==> src/hdl/gate_step_sequencer_top_defines.svh <==
// assertion macros for the gate step sequencer
`ifndef GATE_STEP_SEQUENCER_TOP_DEFINES_SVH
`define GATE_STEP_SEQUENCER_TOP_DEFINES_SVH

// same-cycle implication
`define GSS_ASSERT_NOW(label, clk, rst, ante, cons, msg) \
   label: assert property (@(posedge clk) disable iff (rst) (ante) |-> (cons)) \
      else $error(msg);

// next-cycle implication
`define GSS_ASSERT_NEXT(label, clk, rst, ante, cons, msg) \
   label: assert property (@(posedge clk) disable iff (rst) (ante) |=> (cons)) \
      else $error(msg);

`endif

==> src/hdl/gss_pkg.sv <==
`default_nettype none

package gss_pkg;

   localparam int PERIOD_W   = 14;
   localparam int SWING_W    = 12;
   localparam int GATE_W     = 14;
   localparam int STEPS_W    = 5;
   localparam int TICK_W     = 16;
   localparam int HOLD_W     = 14;
   localparam int ROW_W      = 5;
   localparam int COL_W      = 2;
   localparam int LINE_W     = 3;
   localparam int EFF_W      = PERIOD_W + 1;
   localparam int CALC_W     = 7;
   localparam int CSR_IDX_W  = 3;
   localparam int CSR_DATA_W = 14;
   localparam int REQ_DATA_W = 8;
   localparam int RSP_DATA_W = 8;

   localparam logic [HOLD_W-1:0]  EXT_HOLD_TICKS  = 14'd10000;
   localparam logic [TICK_W-1:0]  STOP_PRELOAD    = 16'd10200;
   localparam logic [EFF_W-1:0]   MIN_GATE_MARGIN = 15'd4;
   localparam logic [STEPS_W-1:0] MIN_STEPS       = 5'd1;
   localparam logic [STEPS_W-1:0] MAX_STEPS       = 5'd16;
   localparam logic [STEPS_W-1:0] ROWS_PER_COL    = 5'd8;

   localparam logic [PERIOD_W-1:0] PERIOD_RESET     = 14'd500;
   localparam logic [SWING_W-1:0]  SWING_RESET      = 12'd0;
   localparam logic [GATE_W-1:0]   GATE_RESET       = 14'd250;
   localparam logic [STEPS_W-1:0]  STEP_COUNT_RESET = 5'd16;

   localparam logic [COL_W-1:0] COL_FIRST  = 2'b01;
   localparam logic [COL_W-1:0] COL_SECOND = 2'b10;
   localparam logic [COL_W-1:0] COL_BOTH   = 2'b11;

   typedef enum logic [CSR_IDX_W-1:0] {
      REG_PERIOD     = 3'd0,
      REG_SWING      = 3'd1,
      REG_GATE_ON    = 3'd2,
      REG_GATE_OFF   = 3'd3,
      REG_STEP_COUNT = 3'd4
   } csr_reg_type;

   typedef struct packed {
      logic [PERIOD_W-1:0] period_ticks;
      logic [SWING_W-1:0]  swing_ticks;
      logic [GATE_W-1:0]   gate_on_beat;
      logic [GATE_W-1:0]   gate_off_beat;
      logic [STEPS_W-1:0]  step_count;
   } cfg_type;

   // clock_in lands in bit 0
   typedef struct packed {
      logic mode_1x16;
      logic backward;
      logic not_held;
      logic run_enable;
      logic clock_in;
   } item_type;

   // row_lines lands in bits 2:0
   typedef struct packed {
      logic              step_advanced;
      logic              gate;
      logic [COL_W-1:0]  column_lines;
      logic [LINE_W-1:0] row_lines;
   } result_type;

endpackage

`default_nettype wire

==> src/hdl/gss_csr.sv <==
`default_nettype none

module gss_csr (
   input  wire logic                           clock,
   input  wire logic                           reset,
   input  wire logic                           csr_we,
   input  wire logic [gss_pkg::CSR_IDX_W-1:0]  csr_index,
   input  wire logic [gss_pkg::CSR_DATA_W-1:0] csr_wdata,
   output gss_pkg::cfg_type                    cfg
);
   import gss_pkg::*;

   cfg_type cfg_ff;
   cfg_type cfg_in;

   always_comb begin
      cfg_in = cfg_ff;
      if (csr_we) begin
         unique case (csr_reg_type'(csr_index))
            REG_PERIOD:     cfg_in.period_ticks  = csr_wdata[PERIOD_W-1:0];
            REG_SWING:      cfg_in.swing_ticks   = csr_wdata[SWING_W-1:0];
            REG_GATE_ON:    cfg_in.gate_on_beat  = csr_wdata[GATE_W-1:0];
            REG_GATE_OFF:   cfg_in.gate_off_beat = csr_wdata[GATE_W-1:0];
            REG_STEP_COUNT: cfg_in.step_count    = csr_wdata[STEPS_W-1:0];
            default:        cfg_in = cfg_ff;
         endcase
      end
   end

   always_ff @(posedge clock) begin
      if (reset) begin
         cfg_ff.period_ticks  <= PERIOD_RESET;
         cfg_ff.swing_ticks   <= SWING_RESET;
         cfg_ff.gate_on_beat  <= GATE_RESET;
         cfg_ff.gate_off_beat <= GATE_RESET;
         cfg_ff.step_count    <= STEP_COUNT_RESET;
      end else begin
         cfg_ff <= cfg_in;
      end
   end

   assign cfg = cfg_ff;

endmodule

`default_nettype wire

==> src/hdl/gss_core.sv <==
`default_nettype none

module gss_core (
   input  wire logic                clock,
   input  wire logic                reset,
   input  wire gss_pkg::cfg_type    cfg,
   input  wire gss_pkg::item_type   item,
   input  wire logic                fire,
   output gss_pkg::result_type      result
);
   import gss_pkg::*;

   logic [TICK_W-1:0]       tick_ff,  tick_in;
   logic [HOLD_W-1:0]       hold_ff,  hold_in;
   logic                    last_clk_ff, last_clk_in;
   logic signed [ROW_W-1:0] row_ff,   row_in;
   logic [COL_W-1:0]        col_sel_ff, col_sel_in;
   logic [COL_W-1:0]        col_drv_ff, col_drv_in;
   logic                    beat_ff,  beat_in;
   logic                    prev_mode_ff, prev_mode_in;

   logic [COL_W-1:0]         col_m;
   logic [STEPS_W-1:0]       steps_c;
   logic [STEPS_W-1:0]       last;
   logic [STEPS_W-1:0]       lim;
   logic [TICK_W-1:0]        tick_inc;
   logic                     clk_rise;
   logic [EFF_W-1:0]         eff_long;
   logic [EFF_W-1:0]         eff_short;
   logic [EFF_W-1:0]         eff_cur;
   logic [EFF_W-1:0]         eff_new;
   logic [HOLD_W-1:0]        hold_set;
   logic [HOLD_W-1:0]        hold_next;
   logic                     adv;
   logic signed [CALC_W-1:0] row_ext;
   logic signed [CALC_W-1:0] row_x;
   logic signed [CALC_W-1:0] row_w;
   logic signed [CALC_W-1:0] last_s;
   logic signed [CALC_W-1:0] lim_s;
   logic [COL_W-1:0]         col_w;
   logic                     beat_new;
   logic [TICK_W-1:0]        tick_new;
   logic [GATE_W-1:0]        gate_raw;
   logic [GATE_W-1:0]        gate_min;
   logic [EFF_W-1:0]         gate_top;
   logic [EFF_W-1:0]         gate_len;

   always_comb begin
      col_m = (item.mode_1x16 && !prev_mode_ff) ? COL_FIRST : col_sel_ff;

      if (cfg.step_count < MIN_STEPS) begin
         steps_c = MIN_STEPS;
      end else if (cfg.step_count > MAX_STEPS) begin
         steps_c = MAX_STEPS;
      end else begin
         steps_c = cfg.step_count;
      end
      last = item.mode_1x16 ? steps_c : (steps_c >> 1);
      lim  = (last < ROWS_PER_COL) ? last : ROWS_PER_COL;

      tick_inc = tick_ff + 1'b1;
      clk_rise = item.clock_in && !last_clk_ff;

      // effective beat length, short beat saturates at zero
      eff_long  = {1'b0, cfg.period_ticks} + {{(EFF_W-SWING_W){1'b0}}, cfg.swing_ticks};
      eff_short = (cfg.period_ticks >= {{(PERIOD_W-SWING_W){1'b0}}, cfg.swing_ticks})
                ? {1'b0, cfg.period_ticks} - {{(EFF_W-SWING_W){1'b0}}, cfg.swing_ticks}
                : '0;
      eff_cur = beat_ff ? eff_long : eff_short;

      hold_set  = clk_rise ? EXT_HOLD_TICKS : hold_ff;
      hold_next = (hold_set != '0) ? hold_set - 1'b1 : '0;
      adv = clk_rise || ((hold_next == '0) && (tick_inc >= {1'b0, eff_cur}));

      // step wrap
      row_ext = CALC_W'(row_ff);
      row_x   = item.backward ? row_ext - 7'sd1 : row_ext + 7'sd1;
      last_s  = signed'({2'b00, last});
      lim_s   = signed'({2'b00, lim});
      row_w   = row_x;
      col_w   = col_m;
      if (!item.mode_1x16) begin
         if (row_x >= last_s) begin
            row_w = '0;
         end else if (row_x < 7'sd0) begin
            row_w = last_s - 7'sd1;
         end
      end else if (col_m == COL_FIRST) begin
         if (row_x >= lim_s) begin
            col_w = (last <= ROWS_PER_COL) ? COL_FIRST : COL_SECOND;
            row_w = '0;
         end else if (row_x < 7'sd0) begin
            col_w = (last <= ROWS_PER_COL) ? COL_FIRST : COL_SECOND;
            row_w = (last <= ROWS_PER_COL) ? last_s - 7'sd1 : last_s - 7'sd9;
         end
      end else begin
         if (row_x + 7'sd8 >= last_s) begin
            col_w = COL_FIRST;
            row_w = '0;
         end else if (row_x < 7'sd0) begin
            col_w = COL_FIRST;
            row_w = 7'sd7;
         end
      end

      // gate length for the beat now in progress
      beat_new = adv ? !beat_ff : beat_ff;
      tick_new = adv ? '0 : tick_inc;
      eff_new  = beat_new ? eff_long : eff_short;
      gate_raw = beat_new ? cfg.gate_on_beat : cfg.gate_off_beat;
      gate_min = (gate_raw < GATE_W'(MIN_GATE_MARGIN)) ? GATE_W'(MIN_GATE_MARGIN) : gate_raw;
      gate_top = eff_new - MIN_GATE_MARGIN;
      if (eff_new < MIN_GATE_MARGIN) begin
         gate_len = '0;
      end else if ({1'b0, gate_min} > gate_top) begin
         gate_len = gate_top;
      end else begin
         gate_len = {1'b0, gate_min};
      end

      tick_in      = tick_ff;
      hold_in      = hold_ff;
      last_clk_in  = item.clock_in;
      row_in       = row_ff;
      col_sel_in   = col_m;
      col_drv_in   = col_drv_ff;
      beat_in      = beat_ff;
      prev_mode_in = item.mode_1x16;
      result.row_lines     = ~row_ff[LINE_W-1:0];
      result.column_lines  = col_m;
      result.gate          = 1'b0;
      result.step_advanced = 1'b0;

      if (!item.not_held) begin
         tick_in = STOP_PRELOAD;
         beat_in = 1'b1;
         if (item.backward) begin
            if (item.mode_1x16 && (last > ROWS_PER_COL)) begin
               row_in     = signed'(last - ROWS_PER_COL);
               col_sel_in = COL_SECOND;
            end else begin
               row_in     = signed'(last);
               col_sel_in = COL_FIRST;
            end
         end else begin
            row_in     = -5'sd1;
            col_sel_in = COL_FIRST;
         end
      end else if (!item.run_enable) begin
         tick_in    = STOP_PRELOAD;
         col_drv_in = item.mode_1x16 ? col_m : COL_BOTH;
         result.column_lines = col_drv_in;
         result.gate         = 1'b1;
      end else begin
         hold_in = hold_next;
         tick_in = tick_new;
         beat_in = beat_new;
         if (adv) begin
            row_in     = row_w[ROW_W-1:0];
            col_sel_in = col_w;
            col_drv_in = item.mode_1x16 ? col_w : COL_BOTH;
         end
         result.row_lines     = ~row_in[LINE_W-1:0];
         result.column_lines  = col_drv_in;
         result.gate          = (tick_new <= {1'b0, gate_len});
         result.step_advanced = adv;
      end
   end

   always_ff @(posedge clock) begin
      if (reset) begin
         tick_ff      <= '0;
         hold_ff      <= '0;
         last_clk_ff  <= 1'b0;
         row_ff       <= '0;
         col_sel_ff   <= COL_FIRST;
         col_drv_ff   <= COL_FIRST;
         beat_ff      <= 1'b1;
         prev_mode_ff <= 1'b0;
      end else if (fire) begin
         tick_ff      <= tick_in;
         hold_ff      <= hold_in;
         last_clk_ff  <= last_clk_in;
         row_ff       <= row_in;
         col_sel_ff   <= col_sel_in;
         col_drv_ff   <= col_drv_in;
         beat_ff      <= beat_in;
         prev_mode_ff <= prev_mode_in;
      end
   end

endmodule

`default_nettype wire

==> src/hdl/gate_step_sequencer_top.sv <==
// Gate step sequencer, one req beat per timer tick.
// req channel: each beat carries the clock, run, reset, direction and mode
// pin levels of one tick. rsp channel: one beat per req beat, in order, with
// the row address lines, column enables, gate level and step-advance flag.
// csr port: a write with csr_we high sets the register at csr_index; write
// only while no beat is in flight.
// A req beat passes through the input register, one pass of step/gate logic
// and the output register before it appears on rsp. Throughput: one beat per
// cycle while rsp_tready is high, as the core fires only when rsp can take it.
// Reset: all tick state returns to its power-up values, registers to their
// defaults, both channels empty.
// Stall: while rsp_tready is low the result is held; one further req beat is
// taken into the input register, then req_tready drops until rsp drains.
`default_nettype none

`include "gate_step_sequencer_top_defines.svh"

module gate_step_sequencer_top (
   input  wire logic                           clock,
   input  wire logic                           reset,
   input  wire logic                           req_tvalid,
   output wire logic                           req_tready,
   // clock_in, run_enable, not_held, backward, mode_1x16, zero pad
   input  wire logic [gss_pkg::REQ_DATA_W-1:0] req_tdata,
   output wire logic                           rsp_tvalid,
   input  wire logic                           rsp_tready,
   // row_lines[2:0], column_lines[4:3], gate, step_advanced, zero pad
   output wire logic [gss_pkg::RSP_DATA_W-1:0] rsp_tdata,
   input  wire logic                           csr_we,
   input  wire logic [gss_pkg::CSR_IDX_W-1:0]  csr_index,
   input  wire logic [gss_pkg::CSR_DATA_W-1:0] csr_wdata
);
   import gss_pkg::*;

   cfg_type    cfg;
   item_type   in_item_ff;
   logic       in_valid_ff, in_valid_in;
   result_type result;
   result_type rsp_data_ff;
   logic       rsp_valid_ff, rsp_valid_in;
   logic       fire;
   logic       req_take;

   gss_csr u_csr (
      .clock     (clock),
      .reset     (reset),
      .csr_we    (csr_we),
      .csr_index (csr_index),
      .csr_wdata (csr_wdata),
      .cfg       (cfg)
   );

   gss_core u_core (
      .clock  (clock),
      .reset  (reset),
      .cfg    (cfg),
      .item   (in_item_ff),
      .fire   (fire),
      .result (result)
   );

   assign fire       = in_valid_ff && (!rsp_valid_ff || rsp_tready);
   assign req_tready = !in_valid_ff || fire;
   assign req_take   = req_tvalid && req_tready;

   always_comb begin
      in_valid_in  = req_take ? 1'b1 : (fire ? 1'b0 : in_valid_ff);
      rsp_valid_in = fire ? 1'b1 : ((rsp_tready) ? 1'b0 : rsp_valid_ff);
   end

   always_ff @(posedge clock) begin
      if (reset) begin
         in_valid_ff  <= 1'b0;
         rsp_valid_ff <= 1'b0;
      end else begin
         in_valid_ff  <= in_valid_in;
         rsp_valid_ff <= rsp_valid_in;
      end
   end

   always_ff @(posedge clock) begin
      if (req_take) begin
         in_item_ff <= item_type'(req_tdata[$bits(item_type)-1:0]);
      end
      if (fire) begin
         rsp_data_ff <= result;
      end
   end

   assign rsp_tvalid = rsp_valid_ff;
   assign rsp_tdata  = {{(RSP_DATA_W-$bits(result_type)){1'b0}}, rsp_data_ff};

   `GSS_ASSERT_NOW(a_adv_gate_on, clock, reset,
      rsp_valid_ff && rsp_data_ff.step_advanced, rsp_data_ff.gate,
      "gate low on a step-advance beat")
   `GSS_ASSERT_NOW(a_column_live, clock, reset,
      rsp_valid_ff, rsp_data_ff.column_lines != '0, "no column enabled")
   `GSS_ASSERT_NEXT(a_fire_fills, clock, reset,
      fire, rsp_valid_ff && (rsp_data_ff == $past(result)),
      "processed beat missing from output register")

endmodule

`default_nettype wire

==> config.mk <==
export PLATFORM = sky130hd
export DESIGN_NAME = gate_step_sequencer_top
export DESIGN_NICKNAME = d
export VERILOG_FILES = /design/src/hdl/gss_pkg.sv /design/src/hdl/gss_csr.sv /design/src/hdl/gss_core.sv /design/src/hdl/gate_step_sequencer_top.sv
export VERILOG_INCLUDE_DIRS = /design/src /design/src/hdl
export SDC_FILE = /design/constraint.sdc
export NUM_CORES = 1
export LEC_CHECK = 0
export ABC_CLOCK_PERIOD_IN_PS = 11100
export BUFFER_PORTS_ARGS = -buffer_cell sky130_fd_sc_hd__buf_2
export CORE_UTILIZATION = 59
export DETAILED_ROUTE_END_ITERATION = 12
export PLACE_DENSITY = 0.77
export REMOVE_ABC_BUFFERS = 1
export SLEW_MARGIN = 30
export SYNTH_ARGS = -nofsm -noshare
export SYNTH_HDL_FRONTEND = slang
export SYNTH_SLANG_ARGS = --single-unit
==> constraint.sdc <==
create_clock -name clock -period 11.1 [get_ports clock]
set_input_delay 0.555 -clock clock [delete_from_list [all_inputs] [get_ports clock]]
set_output_delay 0.555 -clock clock [all_outputs]
set_load 0.05 [all_outputs]
==> results.sh <==
export IMPL_drc=0
export IMPL_cp_arrival_ns=10.51
export IMPL_antenna_found_initial=0
export IMPL_fin_worst_hold_slack_ns=0.3044
export IMPL_final_min_clock_period_ns=10.23
export IMPL_cellLeakagePower_nw=4.409
export IMPL_setup_worst_path_start_class="register"
export IMPL_synth_cell_type_count=79
export IMPL_hold_depth=1
export IMPL_die_area_mm2=0.01714
export IMPL_rows=46
export IMPL_layout_area_overhead_vs_synth_pct=8.191
export IMPL_relative_slew_slack=0.3483
export IMPL_synth_sequential_area_ratio=0.2470
export IMPL_worstHoldPathType="input pin to register"
export IMPL_fin_crit_sh=0.9216
export IMPL_fillers=1403
export IMPL_total_power_mw=1.377
export IMPL_detail_route_first_pass_iterations=6
export IMPL_design_core_area_mm2=0.01606
export IMPL_worst_path_max_fanout=9
export IMPL_global_route_wire_length_before_repair_um=43270
export IMPL_clkSlewWorstSetupHoldPaths_ns=0.06
export IMPL_wl_met1_um=12440
export IMPL_ctsResizeCount=0
export IMPL_length_of_routed_met2_wiring_um=12010
export IMPL_hold_viol_final=0
export IMPL_timing_worst_setup_path_type="register to register"
export IMPL_critical_path_required_ns=11.38
export IMPL_cts_htree_levels=4
export IMPL_fin_setup_tns_ns=0
export IMPL_grt_setup_unrepaired="no"
export IMPL_syn_cell_area_mm2=0.009807
export IMPL_chip_height_um=130.9
export IMPL_synth_edff_count=12
export IMPL_die_w_um=130.9
export IMPL_setup_worst_path_end_class="register"
export IMPL_port_buffers=35
export IMPL_dp_hpwl_um=19540
export IMPL_worst_pin_slew_ns=0.9740
export IMPL_postSynthRegisterBits=115
export IMPL_diodes=0
export IMPL_startpoint_of_the_worst_hold_path="req_tdata[4]"
export IMPL_worst_path_most_repeated_cell="sky130_fd_sc_hd__a21oi_1"
export IMPL_detail_route_antenna_nets=0
export IMPL_synthesis_yosys_warnings=0
export IMPL_drv_cap=0
export IMPL_last_weighted_congestion_value_of_the_routability_driven_placer=0.9840
export IMPL_status="completed"
export IMPL_post_dp_cell_area_mm2=0.01006
export IMPL_top_layer_used="met4"
export IMPL_place_worst_setup_slack_ns=0.7446
export IMPL_hold_buffers=0
export IMPL_fin_worst_skew_ns=0.01080
export IMPL_layout_core_utilization=0.6607
export IMPL_cts_setup_buffers=0
export IMPL_timing_reg2reg_setup_slack_ns=0.87
export IMPL_rr_worst_depth=51
export IMPL_power_density_cell_area_mw_per_mm2=129.7
export IMPL_critical_path_top_delay_family="compound AO/OA/AOI/OAI gates"
export IMPL_track_usage=0.3226
export IMPL_tritoncts_num_sinks=115
export IMPL_whs_endpoint="in_item_ff[4]$_DFFE_PP_"
export IMPL_top_level_ports=40
export IMPL_critical_path_buf_inv_count=4
export IMPL_postLayoutSetupSlackWorst_ns=0.8704
export IMPL_vias=9561
export IMPL_syn_avg_cell_area_um2=7.407
export IMPL_regToRegStartpoint="u_csr.cfg[45]$_SDFFE_PP0P_"
export IMPL_first_iter_violations=810
export IMPL_worstSkewPairLatency_ns=0.43
export IMPL_vias_per_cell=6.172
export IMPL_finish_cell_count_without_fillers=1549
export IMPL_yosys_most_used_dff="sky130_fd_sc_hd__dfxtp_1"
export IMPL_rr_endpoint="rsp_tdata[5]$_SDFFCE_PN0P_"
export IMPL_num_cts_buffers=17
export IMPL_clock_fmax_ghz=0.09776
export IMPL_syn_instance_count=1324
export IMPL_setup_violations=0
export IMPL_final_design_area_no_fill_mm2=0.01061
export IMPL_maximum_vdd_drop_uv=138.5
export IMPL_report_final_slew_viol_count=0
export IMPL_crit_path_top_delay_cell="sky130_fd_sc_hd__nor4_1"
export IMPL_cpPeakStageDelay_ns=0.51
export IMPL_post_route_wl_um=26540
export IMPL_finalNetCount=1444
export IMPL_fraction_of_layout_cells_with_a_size_suffix_above_1=0.08252
export IMPL_tritoncts="yes"
export IMPL_grt_start_max_net_pins=104
export IMPL_dp_cells=1518
export IMPL_drt_wirelength_per_cell_um=17.13
export IMPL_synth_async_sr_flop_share=0
export IMPL_dr_wl_met3_um=1522
export IMPL_initial_util=0.6107
export IMPL_cts_root_buf="sky130_fd_sc_hd__clkbuf_16"
export IMPL_cts_buffer_depth=2
export IMPL_grt_pass1_vias=8625
export IMPL_grt_remaining_overflow=0
==> worst register-to-register path, delay by kind of cell, from the launching register on <==
family | cells | cell delay, ns
AND/OR/NAND/NOR | 14 | 2.08
AO/OA/AOI/OAI | 26 | 5.18
buffers and inverters | 4 | 0.39
flip-flops | 1 | 0.35
adder cells (fa/ha/maj) | 6 | 1.91
XOR/XNOR | 1 | 0.16
==> power breakdown <==
| group | internal, mW | switching [mW] |
|---|---|---|
| combinational | 0.168 | 0.263 |
| sequential | 0.435 | 0.0162 |
| clock | 0.288 | 0.207 |
==> cell usage in the layout, fill, tap and decap left out, types with 12 or more instances in the layout <==
cell type,count
sky130_fd_sc_hd__nand2_1,216
sky130_fd_sc_hd__a21oi_1,120
sky130_fd_sc_hd__nor2_1,112
sky130_fd_sc_hd__dfxtp_1,103
sky130_fd_sc_hd__ha_1,89
sky130_fd_sc_hd__inv_1,51
sky130_fd_sc_hd__nor3_1,48
sky130_fd_sc_hd__o21ai_0,43
sky130_fd_sc_hd__buf_2,35
sky130_fd_sc_hd__nand3_1,33
sky130_fd_sc_hd__xnor2_1,29
sky130_fd_sc_hd__o211ai_1,29
sky130_fd_sc_hd__mux2i_1,28
sky130_fd_sc_hd__and2_1,27
sky130_fd_sc_hd__nand2b_1,25
sky130_fd_sc_hd__nand3b_1,21
sky130_fd_sc_hd__a21o_1,17
sky130_fd_sc_hd__clkbuf_16,17
sky130_fd_sc_hd__nor2b_1,14
sky130_fd_sc_hd__o21a_1,14
sky130_fd_sc_hd__or3_1,14
sky130_fd_sc_hd__nor4_1,14
sky130_fd_sc_hd__xor2_1,13
sky130_fd_sc_hd__buf_4,13
sky130_fd_sc_hd__or2_2,12
sky130_fd_sc_hd__a211oi_1,12
sky130_fd_sc_hd__edfxtp_1,12
==> cell families after synthesis <==
family	after synthesis	share of synthesized area
and+or+nand+nor	576	0.2793
AOI/OAI and AO/OA	340	0.2285
buffers and inverters	122	0.05027
DFF	115	0.2470
adders and majority gates	93	0.1209
xor gates and xnor gates	42	0.03751
muxes	34	0.03572
other	2	0.0007658
==> synth_stat cells, drive strengths merged, types with 14 or more instances <==
cell | count | share of area
nand2 | 217 | 0.084
a21oi | 122 | 0.062
nor2 | 113 | 0.043
dfxtp | 103 | 0.21
ha | 90 | 0.11
clkbuf | 60 | 0.023
inv | 51 | 0.020
nor3 | 48 | 0.024
o21ai | 47 | 0.025
nand3 | 34 | 0.017
mux2i | 29 | 0.030
o211ai | 29 | 0.022
xnor2 | 29 | 0.026
and2 | 28 | 0.018
nand2b | 25 | 0.016
nand3b | 21 | 0.016
a21o | 17 | 0.013
nor2b | 14 | 0.0089
nor4 | 14 | 0.0089
o21a | 14 | 0.011
or3 | 14 | 0.0089
==> per-layer routing <==
metal,global-route usage,vias up
li1,-,4736
met1,0.4424,4440
met2,0.5132,348
met3,0.05008,37
met4,0.1122,0
met5,0,-
==> cell type report <==
cell class | count | area, µm² | area share
inverters | 51 | 191.4 | 0.01804
repair buffers | 49 | 284.0 | 0.02677
flip-flops and latches | 115 | 2422 | 0.2283
clock inverters | 12 | 85.08 | 0.008019
clock buffers | 19 | 442.9 | 0.04175
well taps | 216 | 270.3 | 0.02547
multi-input cells | 1087 | 6914 | 0.6516
==> flip-flops by register name (all words and copies together), names as in the netlist, 2 cells and up <==
signal             flops
u_core.hold_ff        14
u_csr.cfg             59
in_item_ff             5
u_core.col_sel_ff      2
rsp_tdata              7
u_core.row_ff          5
u_core.tick_ff        16
u_core.col_drv_ff      2
==> how the worst max path moves through the flow <==
stage,from,endpoint,cells past startpoint
6_report,u_csr.cfg[45]$_SDFFE_PP0P_,rsp_tdata[5]$_SDFFCE_PN0P_,51
5_1_grt,u_csr.cfg[36]$_SDFFE_PP0P_,rsp_tdata[5]$_SDFFCE_PN0P_,49
4_1_cts,u_csr.cfg[37]$_SDFFE_PP0P_,rsp_tdata[5]$_SDFFCE_PN0P_,49
3_5_place_dp,u_csr.cfg[37]$_SDFFE_PP0P_,rsp_tdata[5]$_SDFFCE_PN0P_,49
3_3_place_gp,u_csr.cfg[37]$_SDFFE_PP0P_,rsp_tdata[5]$_SDFFCE_PN0P_,48
2_1_floorplan,u_csr.cfg[34]$_SDFFE_PP0P_,rsp_tdata[5]$_SDFFCE_PN0P_,46
Power figures use the tool's default switching activity.
